### src/rtl/iwrs_pkg.sv
package iwrs_pkg;

  // Write buffer geometry
  localparam int unsigned WBUF_DEPTH = 32;
  localparam int unsigned WBUF_AW    = (WBUF_DEPTH > 1) ? $clog2(WBUF_DEPTH) : 1;
  localparam logic [8:0]  WBUF_DEPTH_W = 9'(WBUF_DEPTH);

  // Controller command bases
  localparam logic [31:0] CMD_WRITE_NOEND   = 32'h0000_2000;
  localparam logic [31:0] CMD_WRITE_AUTOEND = 32'h0200_2000;
  localparam logic [31:0] CMD_READ_AUTOEND  = 32'h0200_2400;
  localparam logic [7:0]  ADDR_MASK         = 8'hFE;

  // Request codes
  typedef enum logic [1:0] {
    REQ_START = 2'd0,
    REQ_EVENT = 2'd1,
    REQ_LOAD  = 2'd2
  } req_e;

  // Result kinds
  typedef enum logic [2:0] {
    KIND_REFUSED = 3'd0,
    KIND_CMD     = 3'd1,
    KIND_TX      = 3'd2,
    KIND_RX      = 3'd3,
    KIND_DONE    = 3'd4
  } kind_e;

  // Session error codes
  localparam logic [1:0] ERR_NONE = 2'd0;
  localparam logic [1:0] ERR_ARB  = 2'd1;
  localparam logic [1:0] ERR_NACK = 2'd2;

  // Configuration register indexes
  localparam logic [2:0] CFG_DEV_ADDR = 3'd0;
  localparam logic [2:0] CFG_OP_LEN   = 3'd1;
  localparam logic [2:0] CFG_OP_VAL   = 3'd2;
  localparam logic [2:0] CFG_WR_LEN   = 3'd3;
  localparam logic [2:0] CFG_RD_LEN   = 3'd4;

  // Pending-result mask, bit order is emission order
  localparam int unsigned NUM_RES     = 5;
  localparam int unsigned RES_REFUSED = 0;
  localparam int unsigned RES_DONE    = 1;
  localparam int unsigned RES_CMD     = 2;
  localparam int unsigned RES_TX      = 3;
  localparam int unsigned RES_RX      = 4;

  typedef logic [NUM_RES-1:0] res_mask_t;

  // One decoded item waiting for emission
  typedef struct packed {
    res_mask_t   mask;
    logic [31:0] cmd;
    logic [1:0]  err;
    logic [7:0]  rx_index;
    logic [7:0]  rx_byte;
    logic        tx_mem;
    logic [7:0]  tx_imm;
  } item_t;

  // Write buffer access
  typedef struct packed {
    logic               re;
    logic [WBUF_AW-1:0] raddr;
    logic               we;
    logic [WBUF_AW-1:0] waddr;
    logic [7:0]         wdata;
  } wbuf_req_t;

  function automatic logic [31:0] make_cmd(logic [7:0] addr, logic [31:0] base,
                                           logic [7:0] count);
    make_cmd = 32'(addr & ADDR_MASK) | base | (32'(count) << 16);
  endfunction

endpackage

### src/rtl/iwrs_if.sv
interface iwrs_in_if;
  logic       valid;
  logic       ready;
  logic [1:0] req_type;
  logic       flag_arbitration_lost;
  logic       flag_nack;
  logic       flag_stop;
  logic       flag_transfer_complete;
  logic       flag_tx_ready;
  logic       flag_rx_ready;
  logic [7:0] received_byte;
  logic [4:0] load_index;
  logic [7:0] load_byte;

  modport source (output valid, req_type, flag_arbitration_lost, flag_nack, flag_stop,
                  flag_transfer_complete, flag_tx_ready, flag_rx_ready, received_byte,
                  load_index, load_byte, input ready);
  modport sink (input valid, req_type, flag_arbitration_lost, flag_nack, flag_stop,
                flag_transfer_complete, flag_tx_ready, flag_rx_ready, received_byte,
                load_index, load_byte, output ready);
endinterface

interface iwrs_out_if;
  logic        valid;
  logic        ready;
  logic [2:0]  kind;
  logic [31:0] command_word;
  logic [7:0]  tx_byte;
  logic [7:0]  rx_index;
  logic [7:0]  rx_byte;
  logic [1:0]  session_error;
  logic        last;

  modport source (output valid, kind, command_word, tx_byte, rx_index, rx_byte,
                  session_error, last, input ready);
  modport sink (input valid, kind, command_word, tx_byte, rx_index, rx_byte,
                session_error, last, output ready);
endinterface

### src/rtl/i2c_write_read_sequencer.sv
// Write-then-read session sequencer for an I2C bus controller.
// in_i takes words: start a session, a set of controller event flags, or a
// write buffer load. out_o gives result words: start refused, command word,
// transmit byte, received byte, session done; last marks the final result of
// a word. Registers are written on cfg_we_i; the user must do so only while
// the block is idle, as the block does not enforce it. The accept edge loads
// a word into the item register, and the output register then takes its
// first result unless stalled. Throughput: one word per cycle when each
// yields at most one result and the receiver does not stall; a word with
// more results holds the item register until its last result leaves, as the
// output register takes one result a cycle unless stalled. The write buffer
// is a 1R1W memory read and written at the accept edge, so back-to-back load
// and transmit need no forwarding. Reset clears session state, configuration
// and both pipeline valids; the buffer holds no reset value and needs no
// clearing pass. When the receiver stalls, the output register holds its
// word and the item register keeps one word waiting; in_i.ready then drops.
module i2c_write_read_sequencer
  import iwrs_pkg::*;
(
  input  logic        clk_i,
  input  logic        rst_ni,
  input  logic        cfg_we_i,
  input  logic [2:0]  cfg_index_i,
  input  logic [31:0] cfg_data_i,
  iwrs_in_if.sink     in_i,
  iwrs_out_if.source  out_o
);

  logic      accept;
  logic      in_ready;
  item_t     item;
  wbuf_req_t wbuf_req;
  logic [7:0] rd_data;

  iwrs_ctrl u_ctrl (
    .clk_i       (clk_i),
    .rst_ni      (rst_ni),
    .cfg_we_i    (cfg_we_i),
    .cfg_index_i (cfg_index_i),
    .cfg_data_i  (cfg_data_i),
    .in_i        (in_i),
    .in_ready_i  (in_ready),
    .accept_o    (accept),
    .item_o      (item),
    .wbuf_o      (wbuf_req)
  );

  iwrs_wbuf u_wbuf (
    .clk_i     (clk_i),
    .req_i     (wbuf_req),
    .rd_data_o (rd_data)
  );

  iwrs_emit u_emit (
    .clk_i      (clk_i),
    .rst_ni     (rst_ni),
    .accept_i   (accept),
    .item_i     (item),
    .rd_data_i  (rd_data),
    .in_ready_o (in_ready),
    .out_o      (out_o)
  );

endmodule

### src/rtl/iwrs_wbuf.sv
module iwrs_wbuf
  import iwrs_pkg::*;
(
  input  logic      clk_i,
  input  wbuf_req_t req_i,
  output logic [7:0] rd_data_o
);

  logic [7:0] mem_q [WBUF_DEPTH];
  logic [7:0] rd_data_q;

  // Single write port, registered read port; read data holds until next read
  always_ff @(posedge clk_i) begin
    if (req_i.we) begin
      mem_q[req_i.waddr] <= req_i.wdata;
    end
    if (req_i.re) begin
      rd_data_q <= mem_q[req_i.raddr];
    end
  end

  assign rd_data_o = rd_data_q;

endmodule

### src/rtl/iwrs_ctrl.sv
module iwrs_ctrl
  import iwrs_pkg::*;
(
  input  logic        clk_i,
  input  logic        rst_ni,
  input  logic        cfg_we_i,
  input  logic [2:0]  cfg_index_i,
  input  logic [31:0] cfg_data_i,
  iwrs_in_if.sink     in_i,
  input  logic        in_ready_i,
  output logic        accept_o,
  output item_t       item_o,
  output wbuf_req_t   wbuf_o
);

  logic [7:0]  dev_addr_q;
  logic [2:0]  op_len_q;
  logic [31:0] op_val_q;
  logic [7:0]  wr_len_q;
  logic [7:0]  rd_len_q;

  logic       busy_q, busy_d;
  logic [7:0] idx_q, idx_d;
  logic [1:0] err_q, err_d;

  logic       accept;
  logic [7:0] wlen;
  logic [7:0] idx_t;
  logic [1:0] err_t;
  logic [7:0] tx_pos;
  logic [7:0] buf_pos;
  logic [8:0] buf_pos_w;
  logic [8:0] load_w;
  logic [2:0] back;

  assign in_i.ready = in_ready_i;
  assign accept     = in_i.valid & in_ready_i;
  assign accept_o   = accept;

  // Configuration registers
  always_ff @(posedge clk_i or negedge rst_ni) begin
    if (!rst_ni) begin
      dev_addr_q <= '0;
      op_len_q   <= '0;
      op_val_q   <= '0;
      wr_len_q   <= '0;
      rd_len_q   <= '0;
    end else if (cfg_we_i) begin
      case (cfg_index_i)
        CFG_DEV_ADDR: dev_addr_q <= cfg_data_i[7:0];
        CFG_OP_LEN:   op_len_q   <= cfg_data_i[2:0];
        CFG_OP_VAL:   op_val_q   <= cfg_data_i;
        CFG_WR_LEN:   wr_len_q   <= cfg_data_i[7:0];
        CFG_RD_LEN:   rd_len_q   <= cfg_data_i[7:0];
        default: ;
      endcase
    end
  end

  assign wlen = 8'(op_len_q) + wr_len_q;

  // Decode one word into pending results and next session state
  always_comb begin
    busy_d = busy_q;
    idx_d  = idx_q;
    err_d  = err_q;
    idx_t  = idx_q;
    err_t  = err_q;
    tx_pos = '0;
    item_o = '0;
    case (req_e'(in_i.req_type))
      REQ_START: begin
        if (busy_q) begin
          item_o.mask[RES_REFUSED] = 1'b1;
        end else begin
          busy_d = 1'b1;
          idx_d  = '0;
          err_d  = ERR_NONE;
          item_o.mask[RES_CMD] = 1'b1;
          if (wlen != 8'd0) begin
            item_o.cmd = make_cmd(dev_addr_q,
                                  (rd_len_q == 8'd0) ? CMD_WRITE_AUTOEND : CMD_WRITE_NOEND,
                                  wlen);
          end else begin
            item_o.cmd = make_cmd(dev_addr_q, CMD_READ_AUTOEND, rd_len_q);
          end
        end
      end
      REQ_EVENT: begin
        if (in_i.flag_arbitration_lost) err_t = ERR_ARB;
        if (in_i.flag_nack)             err_t = ERR_NACK;
        err_d = err_t;
        if (in_i.flag_stop && busy_q) begin
          busy_d = 1'b0;
          item_o.mask[RES_DONE] = 1'b1;
          item_o.err = err_t;
        end
        if (in_i.flag_transfer_complete) begin
          idx_t = '0;
          item_o.mask[RES_CMD] = 1'b1;
          item_o.cmd = make_cmd(dev_addr_q, CMD_READ_AUTOEND, rd_len_q);
        end
        if (in_i.flag_tx_ready) begin
          tx_pos = idx_t;
          idx_t  = idx_t + 8'd1;
          item_o.mask[RES_TX] = 1'b1;
        end
        if (in_i.flag_rx_ready) begin
          item_o.rx_index = idx_t;
          item_o.rx_byte  = in_i.received_byte;
          idx_t = idx_t + 8'd1;
          item_o.mask[RES_RX] = 1'b1;
        end
        idx_d = idx_t;
      end
      default: ;
    endcase

    // Transmit source: opcode byte, buffer entry or zero
    back = op_len_q - tx_pos[2:0] - 3'd1;
    if (tx_pos < 8'(op_len_q)) begin
      item_o.tx_imm = back[2] ? 8'd0 : 8'(op_val_q >> {back[1:0], 3'b000});
    end else begin
      item_o.tx_mem = (buf_pos_w < WBUF_DEPTH_W);
    end
  end

  assign buf_pos   = tx_pos - 8'(op_len_q);
  assign buf_pos_w = 9'(buf_pos);
  assign load_w    = 9'(in_i.load_index);

  // Buffer port: load writes, transmit reads, both at the accept edge
  always_comb begin
    wbuf_o.re    = accept && (req_e'(in_i.req_type) == REQ_EVENT) && item_o.tx_mem
                   && in_i.flag_tx_ready;
    wbuf_o.raddr = buf_pos_w[WBUF_AW-1:0];
    wbuf_o.we    = accept && (req_e'(in_i.req_type) == REQ_LOAD) && (load_w < WBUF_DEPTH_W);
    wbuf_o.waddr = load_w[WBUF_AW-1:0];
    wbuf_o.wdata = in_i.load_byte;
  end

  // Session state
  always_ff @(posedge clk_i or negedge rst_ni) begin
    if (!rst_ni) begin
      busy_q <= 1'b0;
      idx_q  <= '0;
      err_q  <= ERR_NONE;
    end else if (accept) begin
      busy_q <= busy_d;
      idx_q  <= idx_d;
      err_q  <= err_d;
    end
  end

endmodule

### src/rtl/iwrs_emit.sv
module iwrs_emit
  import iwrs_pkg::*;
(
  input  logic       clk_i,
  input  logic       rst_ni,
  input  logic       accept_i,
  input  item_t      item_i,
  input  logic [7:0] rd_data_i,
  output logic       in_ready_o,
  iwrs_out_if.source out_o
);

  item_t     item_q;
  res_mask_t sel;
  res_mask_t rest;
  logic      take;
  logic      move;
  logic      sel_last;

  logic        out_valid_q;
  logic [2:0]  kind_q;
  logic [31:0] cmd_q;
  logic [7:0]  tx_q;
  logic [7:0]  rx_idx_q;
  logic [7:0]  rx_byte_q;
  logic [1:0]  err_q;
  logic        last_q;

  // Lowest pending result goes next
  assign sel      = item_q.mask & (~item_q.mask + res_mask_t'(1));
  assign rest     = item_q.mask & ~sel;
  assign sel_last = (rest == '0);
  assign take     = ~out_valid_q | out_o.ready;
  assign move     = (item_q.mask != '0) & take;
  assign in_ready_o = (item_q.mask == '0) | (move & sel_last);

  // Item register: whole word on accept, pending mask shrinks as results leave
  always_ff @(posedge clk_i or negedge rst_ni) begin
    if (!rst_ni) begin
      item_q <= '0;
    end else if (accept_i) begin
      item_q <= item_i;
    end else if (move) begin
      item_q.mask <= rest;
    end
  end

  // Output register
  always_ff @(posedge clk_i or negedge rst_ni) begin
    if (!rst_ni) begin
      out_valid_q <= 1'b0;
    end else if (move) begin
      out_valid_q <= 1'b1;
    end else if (out_o.ready) begin
      out_valid_q <= 1'b0;
    end
  end

  always_ff @(posedge clk_i) begin
    if (move) begin
      kind_q    <= KIND_REFUSED;
      cmd_q     <= '0;
      tx_q      <= '0;
      rx_idx_q  <= '0;
      rx_byte_q <= '0;
      err_q     <= ERR_NONE;
      last_q    <= sel_last;
      case (sel)
        res_mask_t'(1 << RES_REFUSED): kind_q <= KIND_REFUSED;
        res_mask_t'(1 << RES_DONE): begin
          kind_q <= KIND_DONE;
          err_q  <= item_q.err;
        end
        res_mask_t'(1 << RES_CMD): begin
          kind_q <= KIND_CMD;
          cmd_q  <= item_q.cmd;
        end
        res_mask_t'(1 << RES_TX): begin
          kind_q <= KIND_TX;
          tx_q   <= item_q.tx_mem ? rd_data_i : item_q.tx_imm;
        end
        res_mask_t'(1 << RES_RX): begin
          kind_q    <= KIND_RX;
          rx_idx_q  <= item_q.rx_index;
          rx_byte_q <= item_q.rx_byte;
        end
        default: ;
      endcase
    end
  end

  assign out_o.valid         = out_valid_q;
  assign out_o.kind          = kind_q;
  assign out_o.command_word  = cmd_q;
  assign out_o.tx_byte       = tx_q;
  assign out_o.rx_index      = rx_idx_q;
  assign out_o.rx_byte       = rx_byte_q;
  assign out_o.session_error = err_q;
  assign out_o.last          = last_q;

endmodule

### src/flat_wrapper.sv
// flat-port wrapper written by rule: the top's interface ports become plain ports
module i2c_write_read_sequencer_flat import iwrs_pkg::*;
  (clk_i, rst_ni, cfg_we_i, cfg_index_i, cfg_data_i, in_i_valid, in_i_req_type, in_i_flag_arbitration_lost, in_i_flag_nack, in_i_flag_stop, in_i_flag_transfer_complete, in_i_flag_tx_ready, in_i_flag_rx_ready, in_i_received_byte, in_i_load_index, in_i_load_byte, in_i_ready, out_o_valid, out_o_kind, out_o_command_word, out_o_tx_byte, out_o_rx_index, out_o_rx_byte, out_o_session_error, out_o_last, out_o_ready);
  iwrs_in_if in_i_i ();
  iwrs_out_if out_o_i ();
  input  logic clk_i;
  input  logic rst_ni;
  input  logic cfg_we_i;
  input  logic [2:0] cfg_index_i;
  input  logic [31:0] cfg_data_i;
  input wire logic [$bits(in_i_i.valid)-1:0] in_i_valid;
  input wire logic [$bits(in_i_i.req_type)-1:0] in_i_req_type;
  input wire logic [$bits(in_i_i.flag_arbitration_lost)-1:0] in_i_flag_arbitration_lost;
  input wire logic [$bits(in_i_i.flag_nack)-1:0] in_i_flag_nack;
  input wire logic [$bits(in_i_i.flag_stop)-1:0] in_i_flag_stop;
  input wire logic [$bits(in_i_i.flag_transfer_complete)-1:0] in_i_flag_transfer_complete;
  input wire logic [$bits(in_i_i.flag_tx_ready)-1:0] in_i_flag_tx_ready;
  input wire logic [$bits(in_i_i.flag_rx_ready)-1:0] in_i_flag_rx_ready;
  input wire logic [$bits(in_i_i.received_byte)-1:0] in_i_received_byte;
  input wire logic [$bits(in_i_i.load_index)-1:0] in_i_load_index;
  input wire logic [$bits(in_i_i.load_byte)-1:0] in_i_load_byte;
  output wire logic [$bits(in_i_i.ready)-1:0] in_i_ready;
  output wire logic [$bits(out_o_i.valid)-1:0] out_o_valid;
  output wire logic [$bits(out_o_i.kind)-1:0] out_o_kind;
  output wire logic [$bits(out_o_i.command_word)-1:0] out_o_command_word;
  output wire logic [$bits(out_o_i.tx_byte)-1:0] out_o_tx_byte;
  output wire logic [$bits(out_o_i.rx_index)-1:0] out_o_rx_index;
  output wire logic [$bits(out_o_i.rx_byte)-1:0] out_o_rx_byte;
  output wire logic [$bits(out_o_i.session_error)-1:0] out_o_session_error;
  output wire logic [$bits(out_o_i.last)-1:0] out_o_last;
  input wire logic [$bits(out_o_i.ready)-1:0] out_o_ready;
  assign in_i_i.valid = in_i_valid;
  assign in_i_i.req_type = in_i_req_type;
  assign in_i_i.flag_arbitration_lost = in_i_flag_arbitration_lost;
  assign in_i_i.flag_nack = in_i_flag_nack;
  assign in_i_i.flag_stop = in_i_flag_stop;
  assign in_i_i.flag_transfer_complete = in_i_flag_transfer_complete;
  assign in_i_i.flag_tx_ready = in_i_flag_tx_ready;
  assign in_i_i.flag_rx_ready = in_i_flag_rx_ready;
  assign in_i_i.received_byte = in_i_received_byte;
  assign in_i_i.load_index = in_i_load_index;
  assign in_i_i.load_byte = in_i_load_byte;
  assign in_i_ready = in_i_i.ready;
  assign out_o_valid = out_o_i.valid;
  assign out_o_kind = out_o_i.kind;
  assign out_o_command_word = out_o_i.command_word;
  assign out_o_tx_byte = out_o_i.tx_byte;
  assign out_o_rx_index = out_o_i.rx_index;
  assign out_o_rx_byte = out_o_i.rx_byte;
  assign out_o_session_error = out_o_i.session_error;
  assign out_o_last = out_o_i.last;
  assign out_o_i.ready = out_o_ready;
  i2c_write_read_sequencer u_core (.clk_i(clk_i), .rst_ni(rst_ni), .cfg_we_i(cfg_we_i), .cfg_index_i(cfg_index_i), .cfg_data_i(cfg_data_i), .in_i(in_i_i), .out_o(out_o_i));
endmodule
### config.mk
export PLATFORM = sky130hd
export DESIGN_NAME = i2c_write_read_sequencer_flat
export DESIGN_NICKNAME = d
export VERILOG_FILES = /design/src/rtl/iwrs_pkg.sv /design/src/rtl/iwrs_if.sv /design/src/rtl/i2c_write_read_sequencer.sv /design/src/rtl/iwrs_wbuf.sv /design/src/rtl/iwrs_ctrl.sv /design/src/rtl/iwrs_emit.sv /design/src/flat_wrapper.sv
export SDC_FILE = /design/constraint.sdc
export NUM_CORES = 1
export LEC_CHECK = 0
export BUFFER_PORTS_ARGS = -buffer_cell sky130_fd_sc_hd__buf_2
export CAP_MARGIN = 20
export CORE_MARGIN = 8
export CORE_UTILIZATION = 50
export CTS_BUF_LIST = sky130_fd_sc_hd__clkbuf_2
export DETAILED_ROUTE_END_ITERATION = 7
export PLACE_DENSITY = 0.64
export SYNTH_ARGS = -nofsm -noshare
export SYNTH_HDL_FRONTEND = slang
export SYNTH_HIERARCHICAL = 1
export SYNTH_SLANG_ARGS = --single-unit
### constraint.sdc
create_clock -name clk_i -period 6.8 [get_ports clk_i]
set_input_delay 1.36 -clock clk_i [delete_from_list [all_inputs] [get_ports clk_i]]
set_output_delay 1.36 -clock clk_i [all_outputs]
set_load 0.01 [all_outputs]
Word-level counts from Yosys, hierarchy flattened. Memory sizes are Yosys's and may differ from the RTL's. A register that Yosys moved wholly into a read port is not among the register bits. Index checks and enable logic that the tools add are counted.

Flip-flop bits (word level): 197. Bits in latches: 0. RAM bits: 256. ROM bits: 0. Memories: 1.

Add/subtract/negate cells: 7. Multiply operators: 0. Div/mod/pow operators: 0. Magnitude comparators: 3. Eq/ne operators: 12. Shift-type cells: 1. Multiplexer cells: 44. Bitwise operators: 13. Reductions and logical operators: 23.

Memory list: u_core.u_wbuf.mem_q (words 32, bits a word 8, read ports 1, clocked after Yosys merged registers in 1, write ports 1, line iwrs_wbuf.sv:9) `logic [7:0] mem_q [WBUF_DEPTH];`.

Operator list (count): 8-bit 2-to-1 mux (11); 26-bit 2-to-1 mux (3); 32-bit one-hot mux with 2 select lines (1); 26-bit by 24-bit bitwise OR with 26-bit output (2); 32-bit 2-to-1 mux (1); 32-bit by 5-bit >> shifter with 8-bit output (1); 8-bit by 26-bit bitwise OR with 26-bit output (1); 18-bit 2-to-1 mux (1); 8-bit by 1-bit adder with 8-bit output, second input constant (2); 16-bit 2-to-1 mux (1); 8-bit one-hot mux with 2 select lines (1); 1-bit 2-to-1 mux (14); 3-bit one-hot mux with 4 select lines (1); 5-bit AND (2); 5-bit zero test (2); 2-bit 2-to-1 mux (5); 5-bit 2-to-1 mux (2); 5-bit NOT (2); 2-bit AND reduction (5); 3-bit by 8-bit adder with 8-bit output (1); 8-bit zero test (1); 8-bit by 3-bit less-than comparator with 1-bit output (1); 8-bit by 6-bit less-than comparator with 1-bit output, second input constant (1); 8-bit nonzero test (1); other kinds (26) (40).

Logic depth before layout (Yosys ltp).
Depth in word-level cells: 13. Mapped depth: 15. Depth with buffers taken out: 12.

Cells and area by module. Netlist, hierarchy kept.

Modules (own cells, without submodules): iwrs_wbuf (times used 1, cells each 417, area an instance 10133.5 um^2); iwrs_emit (times used 1, cells each 316, area an instance 4923.5 um^2); iwrs_ctrl (times used 1, cells each 443, area an instance 4488.1 um^2).

Worst setup path before layout. Ideal clock, no wire load.

Kind: in2reg. From: input in_i_req_type[0]. To: register u_core.u_wbuf.rd_data_q[0] (netlist: u_core/u_wbuf/rd_data_o[0]) (read register of u_core.u_wbuf.mem_q), data pin. Library setup time: 0.260 ns. Data arrival time: 4.590 ns. Required time: 6.540 ns. Setup slack: 1.950 ns. Stages on the path: 13. Path buffers: 5. Cells stage by stage: buf_4 -> nor2b_1 -> clkbuf_1 -> clkbuf_1 -> nand2_1 -> ha_1 -> fa_1 -> xnor2_1 -> clkbuf_1 -> clkbuf_1 -> mux4_2 -> mux4_2 -> mux2_2.

RTL lines: from (decl) (line flat_wrapper.sv:12) `input wire logic [$bits(in_i_i.req_type)-1:0] in_i_req_type;`; to (decl) (line iwrs_wbuf.sv:10) `logic [7:0] rd_data_q;`.

==> metrics.md <==
| Metric | Value |
|---|---|
| Run status | `complete, no violations` |
| Syn Inst Count | `1,176` |
| Worst Hold Class | `input pin to asynchronous set/reset pin` |
| Final Cycle Share | `around 62%` |
| Syn Area/Cell | `roughly 17 sq um` |
| Worst stage delay on the critical path | `~0.72 ns` |
| GRT overflow | `0` |
| Commonest cells in the netlist | `edfxtp_1 (326), dfrtp_1 (134), mux2_2 (122)` |
| Layout Cells excl Fill | `1,957` |
| CP bufs+invs | `0` |
| Data arrival time of the critical path | `4.81 ns` |
| Critical Path Source | `u_core/u_emit/item_q[63]$_DFFE_PN0P_` |
| FP Rows | `around 70` |
| Vias in the first global route | `around 11,000` |
| Die ar. | `between 0.04 and 0.05 sq mm` |
| Clk_lat worst skew | `between 1 and 1.5 ns` |
| Delay-heaviest family, CP | `simple AND/OR/NAND/NOR gates` |
| Nets | `approximately 1,400` |
| Via count | `10,600` |
| Routability cong. | `0.820` |
| Core area | `0.0386 sq mm` |
| Initial cell density of the core | `approximately half` |
| Netlist cell types | `just under 70` |
| I/O Pins | `between 100 and 150` |
| DR WL/cell | `20.6 um` |
| Post-synth EDFFs | `between 300 and 400` |
| CP required | `7.39 ns` |
| Peak VDD IR | `0.000152 V` |
| Most common flop cell mapped by yosys | `edfxtp_1` |
| Synth warn | `6` |
| Gr usage total | `approximately 18%` |
| DRC marker count from the first detailed-route iteration | `about 780` |
| Detail Route Antenna Nets | `0` |
| CTS tree | `done` |
| H-tree depth | `3` |
| Final Total Pwr | `between 6 and 7 mW` |
| FMAX | `237 MHz` |
| Final hold viol count | `0` |
| Root Buffer Master | `clkbuf_2` |
| Worst slew pin tran | `~1 ns` |
| Setup crit start kind | `register` |
| Synth-to-Final Area Change | `9.84%` |
| Share of layout cells above drive strength 1 | `a little under two fifths` |
| CTS Sinks | `460` |
| Clk buf depth | `3` |
| Critical-path maximum fanout | `23` |
| CP most frequent cell | `nand2_1` |
| Die width | `214 um` |
| Clk slew on worst S/H paths | `about 0.12 ns` |
| MaxCap Viol Count | `0` |
| Final setup vio count | `0` |
| Cell chain of the critical path | `maj3_2 > or4_1 > nand2_1 > nand2_1 > nor3b_1 > or3b_2 > nor2_1` |
| Number of buffers created by CTS | `110` |
| #FFs+latches synth | `460` |
| Leading area contributor after synthesis | `edfxtp_1` |
| IO buf count | `about 130` |
| Via density | `about 5.4` |
| Largest net degree at the start of global routing | `73` |
| Final slew viol count | `0` |
| Placed insts | `approximately 1,800` |
| Synth top area share | `~50%` |
| RR Startpoint | `u_core/u_emit/item_q[63]$_DFFE_PN0P_` |
| Setup Crit Path Kind | `register to register` |
| First-pass GRT wire length | `around 63,000 um` |
| Postcts setup bufs | `0` |
| Final HPWL from detailed placement | `about 26,000 um` |
| P per Cell Area | `a little under 300 mW/mm^2` |
| Count leader, synth | `edfxtp_1` |
| Leak | `between 8 and 9 nW` |
| CP endpoint kind | `register` |
| Post-synthesis sequential area ratio | `approximately two thirds` |
| Final Skew | `~0.072 ns` |
| Post-synthesis cell area | `between 0.015 and 0.02 sq mm` |
| CP max-delay cell | `nor3b_1` |
| Resized Gates After CTS | `0` |
| Detailed Route WL | `just over 40,000 um` |
| RSZ-0062 raised after global routing | `no` |
| Slew headroom | `roughly a third` |
| Die Ht | `214 um` |
| Util after Layout | `55.5%` |
| Ys async rst share | `just under 30%` |
| Min Tclk post-route | `4.22 ns` |
| Post-route DRC | `0` |
| TNS Setup | `0 ns` |
| Hold buffer count at CTS | `0` |
| Initial antenna violation count | `2` |
| Detailed Routing Iterations Pass 1 | `5` |
| Top cells by area, synth | `edfxtp_1 (50%), dfrtp_1 (17%), mux4_2 (10%)` |
logic make-up (layout without fill, tap and decap cells):
kind of cell | after synthesis | in the layout | share of synthesized area (%)
AO/OA/AOI/OAI | 73 | 73 | 2.45
adder cells (fa/ha/maj) | 15 | 15 | 1.07
other | 1 | 17 | 0.0192
flip-flops | 460 | 460 | 67.2
buffers and inverters | 106 | 353 | 3.05
AND/OR/NAND/NOR | 289 | 289 | 7.89
multiplexers | 220 | 220 | 17.7
XOR/XNOR | 12 | 12 | 0.576
path summary, 6_finish.rpt:
check                                                   endpoint  slack [ns]  depth (start not counted)
min reg2reg                   u_core/u_ctrl/err_q[1]$_DFFE_PN0P_        0.50                          1
max reg2reg                 u_core/u_wbuf/mem_q[20][4]$_DFFE_PP_        2.58                          7
max                         u_core/u_wbuf/mem_q[20][4]$_DFFE_PP_        2.58                          7
max in group asynchronous  u_core/u_ctrl/rd_len_q[3]$_DFFE_PN0P_        5.09                          2
min                         u_core/u_emit/item_q[38]$_DFFE_PN0P_        0.37                          1
min in group clk_i            u_core/u_ctrl/err_q[1]$_DFFE_PN0P_        0.50                          1
state kept, by name (all words and copies together), names as in the netlist, 3 cells and up:
register                          count
u_core/u_ctrl/op_val_q               32
u_core/u_emit/out_o.command_word     32
u_core/u_ctrl/idx_q                   8
u_core/u_wbuf/mem_q                 256
u_core/u_ctrl/rd_len_q                8
u_core/u_emit/out_o.rx_index          8
u_core/u_emit/out_o.tx_byte           8
u_core/u_emit/out_o.kind              3
u_core/u_wbuf/rd_data_o               8
u_core/u_emit/out_o.rx_byte           8
u_core/u_emit/item_q                 64
u_core/u_ctrl/dev_addr_q              7
u_core/u_ctrl/wr_len_q                8
u_core/u_ctrl/op_len_q                3
per-layer routing:
metal | GRT usage, % | share of wire, %
met1 | 23.7 | 43
met2 | 29.4 | 49
met3 | 4.59 | 6.0
met4 | 6.05 | 1.8
met5 | 0 | 0
stage by stage:
| step | setup WS [ns] | cell area, sq um | hold slack, ns |
|---|---|---|---|
| finish | 2.58 | 21500 | 0.368 |
| global route | 2.33 | 21500 | 0.244 |
| CTS | 2.63 | 21400 | 0.246 |
| detailed placement | 1.60 | 20500 | 0.483 |
| global placement | 1.64 | 20500 | 0.479 |
| floorplan | 1.95 | 19600 | 0.466 |
placed cells by master, fill, tap and decap left out, drive strengths merged, types with 4 or more instances in the layout:
cell / n
clkinv: 21
nand3b: 6
dfrtp: 134
inv: 20
nor2: 63
clkbuf: 167
and2: 12
ha: 11
nor3: 14
mux2i: 10
nand3: 13
mux2: 122
conb: 14
xnor2: 5
nor4: 4
nor2b: 17
and3: 58
a22o: 4
buf: 144
nor3b: 4
edfxtp: 326
nand2: 62
o31ai: 4
o211ai: 5
nand2b: 5
xor2: 7
a21oi: 10
o21ai: 29
nand4: 9
o21a: 5
mux4: 88
or3: 9
where the power goes:
part / switching, mW / total [mW] / internal (mW)
logic: 0.681 / 1.35 / 0.669
clock network: 1.05 / 1.69 / 0.644
registers: 0.117 / 3.35 / 3.23
total: 1.84 / 6.39 / 4.55
layout make-up:
| class | count | area (sq um) |
|---|---|---|
| fillers | 3151 | 17200 |
| flip-flops and latches | 460 | 13100 |
| multi-input cells | 623 | 5870 |
| clock buffers | 167 | 836 |
| repair buffers | 144 | 797 |
| well taps | 518 | 648 |
| clock inverters | 24 | 96.3 |
| inverters | 18 | 70.1 |
| diodes | 3 | 7.51 |
Power figures use the tool's default switching activity.
